`config.mk`:
```
export PLATFORM = sky130hd
export DESIGN_NAME = beacon_presence_tracker
export DESIGN_NICKNAME = d
export VERILOG_FILES = /design/src/sv/bpt_pkg.sv /design/src/sv/bpt_front.sv /design/src/sv/bpt_queue.sv /design/src/sv/bpt_back.sv /design/src/sv/beacon_presence_tracker.sv
export VERILOG_INCLUDE_DIRS = /design/src /design/src/sv
export SDC_FILE = /design/constraint.sdc
export NUM_CORES = 1
export LEC_CHECK = 0
export ABC_CLOCK_PERIOD_IN_PS = 10700
export BUFFER_PORTS_ARGS = -buffer_cell sky130_fd_sc_hd__buf_4
export CORE_AREA = 5 5 185 187
export DETAILED_ROUTE_END_ITERATION = 12
export DIE_AREA = 0 0 190 192
export SLEW_MARGIN = 20
export SYNTH_ARGS = -nofsm -noshare
export SYNTH_HDL_FRONTEND = slang
export SYNTH_SLANG_ARGS = --single-unit
```
`constraint.sdc`:
```
create_clock -name i_clk -period 10.7 [get_ports i_clk]
set_clock_uncertainty 0.05 [all_clocks]
set_input_delay 1.07 -clock i_clk [delete_from_list [all_inputs] [get_ports i_clk]]
set_output_delay 1.07 -clock i_clk [all_outputs]
set_load 0.005 [all_outputs]
```
`src/sv/assert_macros.svh`:
```
// Assertion macros shared by the presence tracker modules.
// Define NO_ASSERTIONS to compile them out.
`ifndef ASSERT_MACROS_SVH
`define ASSERT_MACROS_SVH

`ifndef NO_ASSERTIONS

// Checked only while out of reset.
`define BPT_ASSERT(label, clk, rst_n, prop) \
    label: assert property (@(posedge clk) disable iff (!rst_n) prop) \
        else $error("%m: check failed");

// Checked at every edge, reset included.
`define BPT_ASSERT_ALWAYS(label, clk, prop) \
    label: assert property (@(posedge clk) prop) \
        else $error("%m: check failed");

`else

`define BPT_ASSERT(label, clk, rst_n, prop)
`define BPT_ASSERT_ALWAYS(label, clk, prop)

`endif

`endif

```
`src/sv/bpt_pkg.sv`:
```
package bpt_pkg;

    localparam int TOKEN_WIDTH_DEF = 32;
    localparam int STRENGTH_W      = 8;
    localparam int LOSS_W          = 4;
    localparam int PROX_W          = 7;
    localparam int QUEUE_DEPTH     = 2;

    // Command codes of an input request.
    localparam logic CMD_ADV      = 1'b0;
    localparam logic CMD_SCAN_END = 1'b1;

    // Event codes.
    localparam logic EV_ENTER = 1'b0;
    localparam logic EV_EXIT  = 1'b1;

    // Register indexes on the configuration port.
    localparam int APB_ADDR_W = 4;
    localparam logic [1:0] REG_ENTER_LEVEL = 2'd0;
    localparam logic [1:0] REG_EXIT_LEVEL  = 2'd1;
    localparam logic [1:0] REG_LOSS_SCANS  = 2'd2;

    localparam logic signed [STRENGTH_W-1:0] BEST_START    = -8'sd127;
    localparam logic signed [STRENGTH_W-1:0] LOSS_STRENGTH = -8'sd100;
    localparam logic [LOSS_W-1:0]            MISSED_MAX    = 4'd15;

    typedef struct packed {
        logic signed [STRENGTH_W-1:0] enter_level;
        logic signed [STRENGTH_W-1:0] exit_level;
        logic [LOSS_W-1:0]            loss_scans;
    } t_cfg;

    localparam t_cfg CFG_RESET = '{
        enter_level: -8'sd68,
        exit_level:  -8'sd74,
        loss_scans:  4'd3
    };

    typedef struct packed {
        logic empty;
        logic full;
    } t_qstat;

    // Proximity in hundredths: round((s+100)*100/45), clamped to 0..100.
    // With d = s+100 in 1..45 this is floor((40d+9)/18); the divide by 18
    // is a multiply by ceil(2^16/18) and a shift, exact for x below 1810.
    localparam int PROX_FULL_D = 46;
    localparam int PROX_MAX    = 100;

    function automatic logic [PROX_W-1:0] prox_centi(input logic signed [STRENGTH_W-1:0] s);
        logic signed [8:0] d;
        logic [10:0]       x;
        logic [22:0]       p;
        d = $signed({s[STRENGTH_W-1], s}) + 9'sd100;
        x = 11'(d[5:0]) * 11'd40 + 11'd9;
        p = 23'(x) * 23'd3641;
        if (d <= 9'sd0) begin
            return '0;
        end else if (d >= 9'(PROX_FULL_D)) begin
            return PROX_W'(PROX_MAX);
        end else begin
            return p[22:16];
        end
    endfunction

endpackage

```
`src/sv/bpt_front.sv`:
```
module bpt_front #(
    parameter int TOKEN_WIDTH = bpt_pkg::TOKEN_WIDTH_DEF,
    parameter int DATA_W      = 1 + bpt_pkg::STRENGTH_W + TOKEN_WIDTH
) (
    input  logic                              i_clk,
    input  logic                              i_rst_n,
    input  logic                              i_in_valid,
    output logic                              o_in_stall,
    input  logic                              i_command,
    input  logic                              i_service_match,
    input  logic signed [bpt_pkg::STRENGTH_W-1:0] i_strength,
    input  logic [TOKEN_WIDTH-1:0]            i_beacon_token,
    input  logic                              i_token_valid,
    input  bpt_pkg::t_qstat                   i_qstat,
    output logic                              o_push,
    output logic [DATA_W-1:0]                 o_push_data
);
    import bpt_pkg::*;

    logic              r_valid;
    logic [DATA_W-1:0] r_data;
    logic              accept;
    logic              useful;

    assign o_in_stall  = r_valid && i_qstat.full;
    assign accept      = i_in_valid && !o_in_stall;
    assign o_push      = r_valid && !i_qstat.full;
    assign o_push_data = r_data;

    // Advertisements that can never be kept change nothing: drop them here.
    assign useful = (i_command == CMD_SCAN_END) || (i_service_match && i_token_valid);

    always_ff @(posedge i_clk) begin
        if (!i_rst_n) begin
            r_valid <= 1'b0;
        end else if (accept) begin
            r_valid <= useful;
        end else if (o_push) begin
            r_valid <= 1'b0;
        end
    end

    always_ff @(posedge i_clk) begin
        if (accept) begin
            r_data <= {i_command, i_strength, i_beacon_token};
        end
    end

endmodule

```
`src/sv/bpt_queue.sv`:
```
`include "assert_macros.svh"

module bpt_queue #(
    parameter int DATA_W = 1 + bpt_pkg::STRENGTH_W + bpt_pkg::TOKEN_WIDTH_DEF
) (
    input  logic              i_clk,
    input  logic              i_rst_n,
    input  logic              i_push,
    input  logic [DATA_W-1:0] i_push_data,
    input  logic              i_pop,
    output logic [DATA_W-1:0] o_head,
    output bpt_pkg::t_qstat   o_qstat
);
    import bpt_pkg::*;

    localparam int PTR_W = (QUEUE_DEPTH > 1) ? $clog2(QUEUE_DEPTH) : 1;
    localparam int CNT_W = $clog2(QUEUE_DEPTH + 1);

    logic [DATA_W-1:0] r_mem [QUEUE_DEPTH];
    logic [PTR_W-1:0]  r_wr_ptr;
    logic [PTR_W-1:0]  r_rd_ptr;
    logic [CNT_W-1:0]  r_count;

    assign o_head        = r_mem[r_rd_ptr];
    assign o_qstat.empty = (r_count == '0);
    assign o_qstat.full  = (r_count == CNT_W'(QUEUE_DEPTH));

    function automatic logic [PTR_W-1:0] ptr_next(input logic [PTR_W-1:0] p);
        return (p == PTR_W'(QUEUE_DEPTH - 1)) ? '0 : p + 1'b1;
    endfunction

    always_ff @(posedge i_clk) begin
        if (!i_rst_n) begin
            r_wr_ptr <= '0;
            r_rd_ptr <= '0;
            r_count  <= '0;
        end else begin
            if (i_push) begin
                r_wr_ptr <= ptr_next(r_wr_ptr);
            end
            if (i_pop) begin
                r_rd_ptr <= ptr_next(r_rd_ptr);
            end
            if (i_push && !i_pop) begin
                r_count <= r_count + 1'b1;
            end else if (i_pop && !i_push) begin
                r_count <= r_count - 1'b1;
            end
        end
    end

    always_ff @(posedge i_clk) begin
        if (i_push) begin
            r_mem[r_wr_ptr] <= i_push_data;
        end
    end

    `BPT_ASSERT(a_no_overflow, i_clk, i_rst_n, i_push |-> !o_qstat.full)
    `BPT_ASSERT(a_no_underflow, i_clk, i_rst_n, i_pop |-> !o_qstat.empty)
    `BPT_ASSERT(a_count_bound, i_clk, i_rst_n, r_count <= CNT_W'(QUEUE_DEPTH))
    `BPT_ASSERT(a_count_hold, i_clk, i_rst_n, (!i_push && !i_pop) |=> $stable(r_count))

endmodule

```
`src/sv/bpt_back.sv`:
```
`include "assert_macros.svh"

module bpt_back #(
    parameter int TOKEN_WIDTH = bpt_pkg::TOKEN_WIDTH_DEF,
    parameter int DATA_W      = 1 + bpt_pkg::STRENGTH_W + TOKEN_WIDTH
) (
    input  logic                                  i_clk,
    input  logic                                  i_rst_n,
    input  bpt_pkg::t_cfg                         i_cfg,
    input  bpt_pkg::t_qstat                       i_qstat,
    input  logic [DATA_W-1:0]                     i_head,
    output logic                                  o_pop,
    output logic                                  o_out_valid,
    input  logic                                  i_out_stall,
    output logic                                  o_event_kind,
    output logic [TOKEN_WIDTH-1:0]                o_event_beacon,
    output logic signed [bpt_pkg::STRENGTH_W-1:0] o_event_strength,
    output logic [bpt_pkg::PROX_W-1:0]            o_proximity_centi
);
    import bpt_pkg::*;

    logic                         head_end;
    logic signed [STRENGTH_W-1:0] head_s;
    logic [TOKEN_WIDTH-1:0]       head_tok;

    assign head_end = i_head[DATA_W-1];
    assign head_s   = $signed(i_head[TOKEN_WIDTH +: STRENGTH_W]);
    assign head_tok = i_head[TOKEN_WIDTH-1:0];

    // Presence state
    logic                   r_present,  n_present;
    logic [LOSS_W-1:0]      r_missed,   n_missed;
    logic [TOKEN_WIDTH-1:0] r_active,   n_active;
    // Running scan
    logic signed [STRENGTH_W-1:0] r_best_s, n_best_s;
    logic [TOKEN_WIDTH-1:0]       r_best_b, n_best_b;
    logic                         r_found,  n_found;
    // Result register
    logic                         r_out_valid;
    logic                         r_ev_kind;
    logic [TOKEN_WIDTH-1:0]       r_ev_beacon;
    logic signed [STRENGTH_W-1:0] r_ev_strength;
    logic [PROX_W-1:0]            r_prox;

    logic                         out_free;
    logic                         emit;
    logic                         ev_kind;
    logic [TOKEN_WIDTH-1:0]       ev_beacon;
    logic signed [STRENGTH_W-1:0] ev_strength;
    logic [LOSS_W-1:0]            missed_inc;
    logic                         pop_end;

    assign out_free   = !r_out_valid || !i_out_stall;
    assign missed_inc = (r_missed == MISSED_MAX) ? r_missed : r_missed + 1'b1;
    assign pop_end    = o_pop && head_end;

    always_comb begin
        n_present   = r_present;
        n_missed    = r_missed;
        n_active    = r_active;
        n_best_s    = r_best_s;
        n_best_b    = r_best_b;
        n_found     = r_found;
        o_pop       = 1'b0;
        emit        = 1'b0;
        ev_kind     = EV_ENTER;
        ev_beacon   = r_best_b;
        ev_strength = r_best_s;
        if (!i_qstat.empty) begin
            if (head_end == CMD_ADV) begin
                o_pop = 1'b1;
                if (head_s > r_best_s) begin
                    n_best_s = head_s;
                    n_best_b = head_tok;
                    n_found  = 1'b1;
                end
            end else if (out_free) begin
                // Scan end: hold it until the result register can take an event.
                o_pop = 1'b1;
                if (!r_found) begin
                    if (r_present) begin
                        n_missed = missed_inc;
                        if (missed_inc >= i_cfg.loss_scans) begin
                            emit        = 1'b1;
                            ev_kind     = EV_EXIT;
                            ev_beacon   = r_active;
                            ev_strength = LOSS_STRENGTH;
                            n_present   = 1'b0;
                            n_active    = '0;
                            n_missed    = '0;
                        end
                    end
                end else begin
                    n_missed = '0;
                    if (!r_present && r_best_s >= i_cfg.enter_level) begin
                        emit      = 1'b1;
                        ev_kind   = EV_ENTER;
                        n_present = 1'b1;
                        n_active  = r_best_b;
                    end else if (r_present && r_best_s <= i_cfg.exit_level) begin
                        emit      = 1'b1;
                        ev_kind   = EV_EXIT;
                        n_present = 1'b0;
                        n_active  = '0;
                    end else if (r_present && r_active != r_best_b &&
                                 r_best_s >= i_cfg.enter_level) begin
                        emit     = 1'b1;
                        ev_kind  = EV_ENTER;
                        n_active = r_best_b;
                    end
                end
                n_best_s = BEST_START;
                n_best_b = '0;
                n_found  = 1'b0;
            end
        end
    end

    always_ff @(posedge i_clk) begin
        if (!i_rst_n) begin
            r_present   <= 1'b0;
            r_missed    <= '0;
            r_active    <= '0;
            r_best_s    <= BEST_START;
            r_best_b    <= '0;
            r_found     <= 1'b0;
            r_out_valid <= 1'b0;
        end else begin
            r_present <= n_present;
            r_missed  <= n_missed;
            r_active  <= n_active;
            r_best_s  <= n_best_s;
            r_best_b  <= n_best_b;
            r_found   <= n_found;
            if (emit) begin
                r_out_valid <= 1'b1;
            end else if (!i_out_stall) begin
                r_out_valid <= 1'b0;
            end
        end
    end

    always_ff @(posedge i_clk) begin
        if (emit) begin
            r_ev_kind     <= ev_kind;
            r_ev_beacon   <= ev_beacon;
            r_ev_strength <= ev_strength;
            r_prox        <= prox_centi(ev_strength);
        end
    end

    assign o_out_valid       = r_out_valid;
    assign o_event_kind      = r_ev_kind;
    assign o_event_beacon    = r_ev_beacon;
    assign o_event_strength  = r_ev_strength;
    assign o_proximity_centi = r_prox;

    `BPT_ASSERT(a_enter_sets_present, i_clk, i_rst_n, (emit && ev_kind == EV_ENTER) |=> r_present)
    `BPT_ASSERT(a_exit_clears_present, i_clk, i_rst_n, (emit && ev_kind == EV_EXIT) |=> !r_present)
    `BPT_ASSERT(a_event_from_scan_end, i_clk, i_rst_n, $rose(r_out_valid) |-> $past(pop_end))
    `BPT_ASSERT(a_loss_prox_zero, i_clk, i_rst_n,
        (r_out_valid && r_ev_strength == LOSS_STRENGTH) |-> (r_prox == '0))
    `BPT_ASSERT_ALWAYS(a_reset_no_event, i_clk, !i_rst_n |=> !r_out_valid)

endmodule

```
`src/sv/beacon_presence_tracker.sv`:
```
// Beacon presence tracker. Requests arrive one per cycle while o_in_stall is low:
// an advertisement (command 0) joins the running scan, where the strongest
// advertisement with the expected service and a valid token is kept; a scan end
// (command 1) applies the enter/exit hysteresis rules, raises at most one event
// and starts a new scan. A front stage drops advertisements that can never be
// kept, a two-entry queue decouples it from the back end, and the back end holds
// the presence state and a result register. Sustained rate is one request per
// cycle while the output is not stalled; an advertisement leaves the queue in
// the cycle it reaches the head, a scan end waits there only while the result
// register still holds an event that has not been taken. Thresholds are written
// over the APB port at byte addresses 0 (enter level), 4 (exit level) and 8
// (loss scans); the user must write them only while idle, which the block
// itself does not enforce.
module beacon_presence_tracker #(
    parameter int TOKEN_WIDTH = bpt_pkg::TOKEN_WIDTH_DEF
) (
    input  logic                                  i_clk,
    input  logic                                  i_rst_n,
    // Advertisement and scan-end requests
    input  logic                                  i_in_valid,
    output logic                                  o_in_stall,
    input  logic                                  i_command,
    input  logic                                  i_service_match,
    input  logic signed [bpt_pkg::STRENGTH_W-1:0] i_strength,
    input  logic [TOKEN_WIDTH-1:0]                i_beacon_token,
    input  logic                                  i_token_valid,
    // Events
    output logic                                  o_out_valid,
    input  logic                                  i_out_stall,
    output logic                                  o_event_kind,
    output logic [TOKEN_WIDTH-1:0]                o_event_beacon,
    output logic signed [bpt_pkg::STRENGTH_W-1:0] o_event_strength,
    output logic [bpt_pkg::PROX_W-1:0]            o_proximity_centi,
    // Configuration
    input  logic                                  psel,
    input  logic                                  penable,
    input  logic                                  pwrite,
    input  logic [bpt_pkg::APB_ADDR_W-1:0]        paddr,
    input  logic [31:0]                           pwdata,
    output logic [31:0]                           prdata,
    output logic                                  pready
);
    import bpt_pkg::*;

    localparam int DATA_W = 1 + STRENGTH_W + TOKEN_WIDTH;

    t_cfg              r_cfg;
    logic [1:0]        reg_idx;
    logic              cfg_wr;
    t_qstat            qstat;
    logic              push;
    logic [DATA_W-1:0] push_data;
    logic              pop;
    logic [DATA_W-1:0] head;

    assign pready  = 1'b1;
    assign reg_idx = paddr[3:2];
    assign cfg_wr  = psel && penable && pwrite && pready;

    always_ff @(posedge i_clk) begin
        if (!i_rst_n) begin
            r_cfg <= CFG_RESET;
        end else if (cfg_wr) begin
            case (reg_idx)
                REG_ENTER_LEVEL: r_cfg.enter_level <= $signed(pwdata[STRENGTH_W-1:0]);
                REG_EXIT_LEVEL:  r_cfg.exit_level  <= $signed(pwdata[STRENGTH_W-1:0]);
                REG_LOSS_SCANS:  r_cfg.loss_scans  <= pwdata[LOSS_W-1:0];
                default: ;
            endcase
        end
    end

    always_comb begin
        case (reg_idx)
            REG_ENTER_LEVEL: prdata = {24'b0, r_cfg.enter_level};
            REG_EXIT_LEVEL:  prdata = {24'b0, r_cfg.exit_level};
            REG_LOSS_SCANS:  prdata = {28'b0, r_cfg.loss_scans};
            default:         prdata = '0;
        endcase
    end

    bpt_front #(
        .TOKEN_WIDTH (TOKEN_WIDTH),
        .DATA_W      (DATA_W)
    ) u_front (
        .i_clk           (i_clk),
        .i_rst_n         (i_rst_n),
        .i_in_valid      (i_in_valid),
        .o_in_stall      (o_in_stall),
        .i_command       (i_command),
        .i_service_match (i_service_match),
        .i_strength      (i_strength),
        .i_beacon_token  (i_beacon_token),
        .i_token_valid   (i_token_valid),
        .i_qstat         (qstat),
        .o_push          (push),
        .o_push_data     (push_data)
    );

    bpt_queue #(
        .DATA_W (DATA_W)
    ) u_queue (
        .i_clk       (i_clk),
        .i_rst_n     (i_rst_n),
        .i_push      (push),
        .i_push_data (push_data),
        .i_pop       (pop),
        .o_head      (head),
        .o_qstat     (qstat)
    );

    bpt_back #(
        .TOKEN_WIDTH (TOKEN_WIDTH),
        .DATA_W      (DATA_W)
    ) u_back (
        .i_clk             (i_clk),
        .i_rst_n           (i_rst_n),
        .i_cfg             (r_cfg),
        .i_qstat           (qstat),
        .i_head            (head),
        .o_pop             (pop),
        .o_out_valid       (o_out_valid),
        .i_out_stall       (i_out_stall),
        .o_event_kind      (o_event_kind),
        .o_event_beacon    (o_event_beacon),
        .o_event_strength  (o_event_strength),
        .o_proximity_centi (o_proximity_centi)
    );

endmodule

```
==> metrics.yaml <==
outcome:
  status: "finished clean"
floorplanning:
  rows: 66
  coreArea_um2: 32290
  initial_core_util_pct: 41.40
  dieArea_um2: 36480
  die_y_um: 192
  io_pins: 169
  fp.dieW_um: 190
cells_and_area:
  drive_above_1_share_pct: 15.30
  diodes: 0
  design_area_um2: 15660
  fin_nets: 1473
  area_growth_pct: 17.16
critical_path:
  r2r_slack_ps: 1380
  ff2ff_path_depth: 34
  critPathSlowestCell: "xnor2_1"
  critPathCaptureType: "flip-flop"
  r2r-start: "u_back.r_missed[0]"
  crit_buf_inv: 4
  crit_fanout: 8
  cp.arrival_ps: 9660
  reg2reg_to: "u_back.o_proximity_centi[6]"
  critPathMaxStageDelay_ps: 570
  crit_path_start_kind: "flip-flop"
  required_ps: 11040
  crit_type: "flip-flop to flip-flop"
  crit_top_cell: "ha_1"
  path_delay_family: "adder cells"
timing:
  finalHoldViolCount: 0
  min_period_over_period_pct: 87.07
  worstMarginPinSlew_ps: 985.2
  slew_viol_final: 0
  tns_ps: 0
  min_period_ps: 9316
  fmax_mhz: 107.3
  rsz0062_at_grt: "no"
  setup_viol: 0
  relSlewSlack_pct: 34.32
cts:
  clkSinkCount: 276
  numCtsBuffers: 30
  ctsHoldBuffers: 0
  cts_resized: 0
  clockBufferDepth: 3
  post_cts_buffers: 0
  htreeDepth: 1
  cts_tree: "done"
  root_buffer: "clkbuf_16"
  clock_latency_ps: 580
  path_clk_slew_ps: 60
hold_path:
  hp-start: "u_front.o_push_data[20]"
  worstHoldEndpoint: "u_queue.r_mem[0][20]"
  hold_depth: 0
  worstHoldPathType: "flip-flop to flip-flop"
logic_synthesis:
  ys_ff_latch: 276
  synth_warnings: 0
  synth.avg_cell_area_um2: 11.67
  yosysSeqAreaShare_pct: 54.14
  synth_edf_count: 171
  async_flop_share_pct: 0
  ys_types: 65
  synthCells: 1145
  synthMuxAreaShare_pct: 3.885
  synth_top_family_by_area: "adder cells"
  synth_area_um2: 13370
  synth_ff_type: "edfxtp_1"
  synthAdderAreaFrac_pct: 13.35
  yosys.area_share.simple_pct: 7.732
  synth-compound-area-share_pct: 11.00
  synthXorXnorAreaFrac_pct: 3.669
grt:
  grt_first_pass_wirelength_um: 44840
  antenna_found_initial: 0
  grt_usage_pct: 15.23
  grt_pass1_vias: 8448
  gr-total-overflow: 0
  grt_max_degree: 76
route:
  drt-vias-per-instance: 4.973
  drt_iter0_markers: 535
  post-route-drc-count: 0
  post_drt_wl_per_cell_um: 16.26
  vias: 8568
  antenna_left: 0
  firstDrtPassIters: 5
  wl_um: 28020
place:
  place_hpwl_um: 19600
  post_dp_cell_area_um2: 14640
  gp_congestion: 0.8382
  portBuffers: 117
job:
  cap_violations: 0
registers in the layout, summed over array words and instances, names as in the netlist, named ones only:
name,flops
u_queue.r_mem,82
u_front.o_push_data,41
u_back.o_event_beacon,32
u_back.r_active,32
u_back.r_best_b,32
r_cfg,20
u_back.o_event_strength,8
u_back.r_best_s,8
u_back.o_proximity_centi,7
u_back.r_missed,4
u_queue.r_count,2
u_back.o_event_kind,1
u_back.o_out_valid,1
u_back.r_found,1
u_back.r_present,1
u_front.r_valid,1
u_queue.r_rd_ptr,1
u_queue.r_wr_ptr,1
through the flow:
stage | instances | setup slack (ps) | hold slack (ps) | utilization, %
after floorplan | 1168 | 2161 | 371.5 | -
after global placement | 1667 | 1400 | 376.6 | 45.34
after detailed placement | 1667 | 1333 | 381.3 | 45.34
after CTS | 1723 | 1296 | 393.0 | 48.50
after global routing | 1723 | 552.9 | 395.7 | 48.50
final | 1723 | 1384 | 388.3 | 48.50
metal layers:
metal	up-vias	global-route usage, %	share of wire (%)
li1	4283	-	-
met1	4058	22.73	49
met2	194	23.39	44
met3	33	2.435	4.7
met4	0	3.534	2.0
met5	-	0	0
cell type report:
cell class / instances / area, um^2
fill: 2906 / 16630
sequential: 276 / 7238
multi-input combinational: 699 / 5430
timing repair buffer: 128 / 960.9
clock buffer: 34 / 765.7
tap: 442 / 553.0
inverter: 122 / 457.9
clock inverter: 22 / 254.0
worst register-to-register path, delay by kind of cell (launching register included):
kind | cells | cell delay, ps
compound gates | 8 | 1890
xor+xnor | 4 | 1140
fa+ha+maj | 11 | 3970
buf+inv | 4 | 380
flops | 1 | 400
simple gates | 7 | 1350
synth_stat cells (20+ instances only):
cell type	n	area share [%]
edfxtp_1	171	38
inv_1	122	3.4
nand2_1	114	3.2
ha_1	109	10
dfxtp_1	105	16
o21ai_0	48	1.8
mux2i_1	47	3.5
clkbuf_1	40	1.1
o32ai_1	40	2.6
o22ai_1	36	1.7
xnor2_1	35	2.3
nor2_1	31	0.87
buf_4	26	1.5
fa_1	21	3.1
xor2_1	21	1.4
nand3_1	20	0.75
worst max-delay path by stage:
stage                            start                          end  slack [ps]  cells past startpoint
CTS                 u_back.r_missed[0]  u_back.o_proximity_centi[6]        1300                     34
floorplan           u_back.r_missed[0]  u_back.o_proximity_centi[6]        2160                     34
detailed placement  u_back.r_missed[0]  u_back.o_proximity_centi[6]        1330                     34
global route        u_back.r_missed[0]  u_back.o_proximity_centi[6]         550                     34
finish              u_back.r_missed[0]  u_back.o_proximity_centi[6]        1380                     34
global placement    u_back.r_missed[0]  u_back.o_proximity_centi[6]        1400                     33
cell families (layout without fill, tap and decap cells):
kind of cell,Yosys count,count (layout)
AO/OA/AOI/OAI,212,212
XOR/XNOR,56,56
adder cells (fa/ha/maj),130,130
buffers and inverters,193,306
flip-flops,276,276
multiplexers,51,51
other,2,25
AND/OR/NAND/NOR,225,225
placed cells by master (no fill, tap or decap), types with 36 or more instances in the layout:
cell type,n
o21ai_0,48
buf_4,128
dfxtp_1,104
o32ai_1,40
nand2_1,114
o22ai_1,36
mux2i_1,47
ha_1,109
inv_1,122
edfxtp_1,171
Power is not shown: default switching activity piles up to over one toggle a cycle in this logic, so the estimate is an artifact.
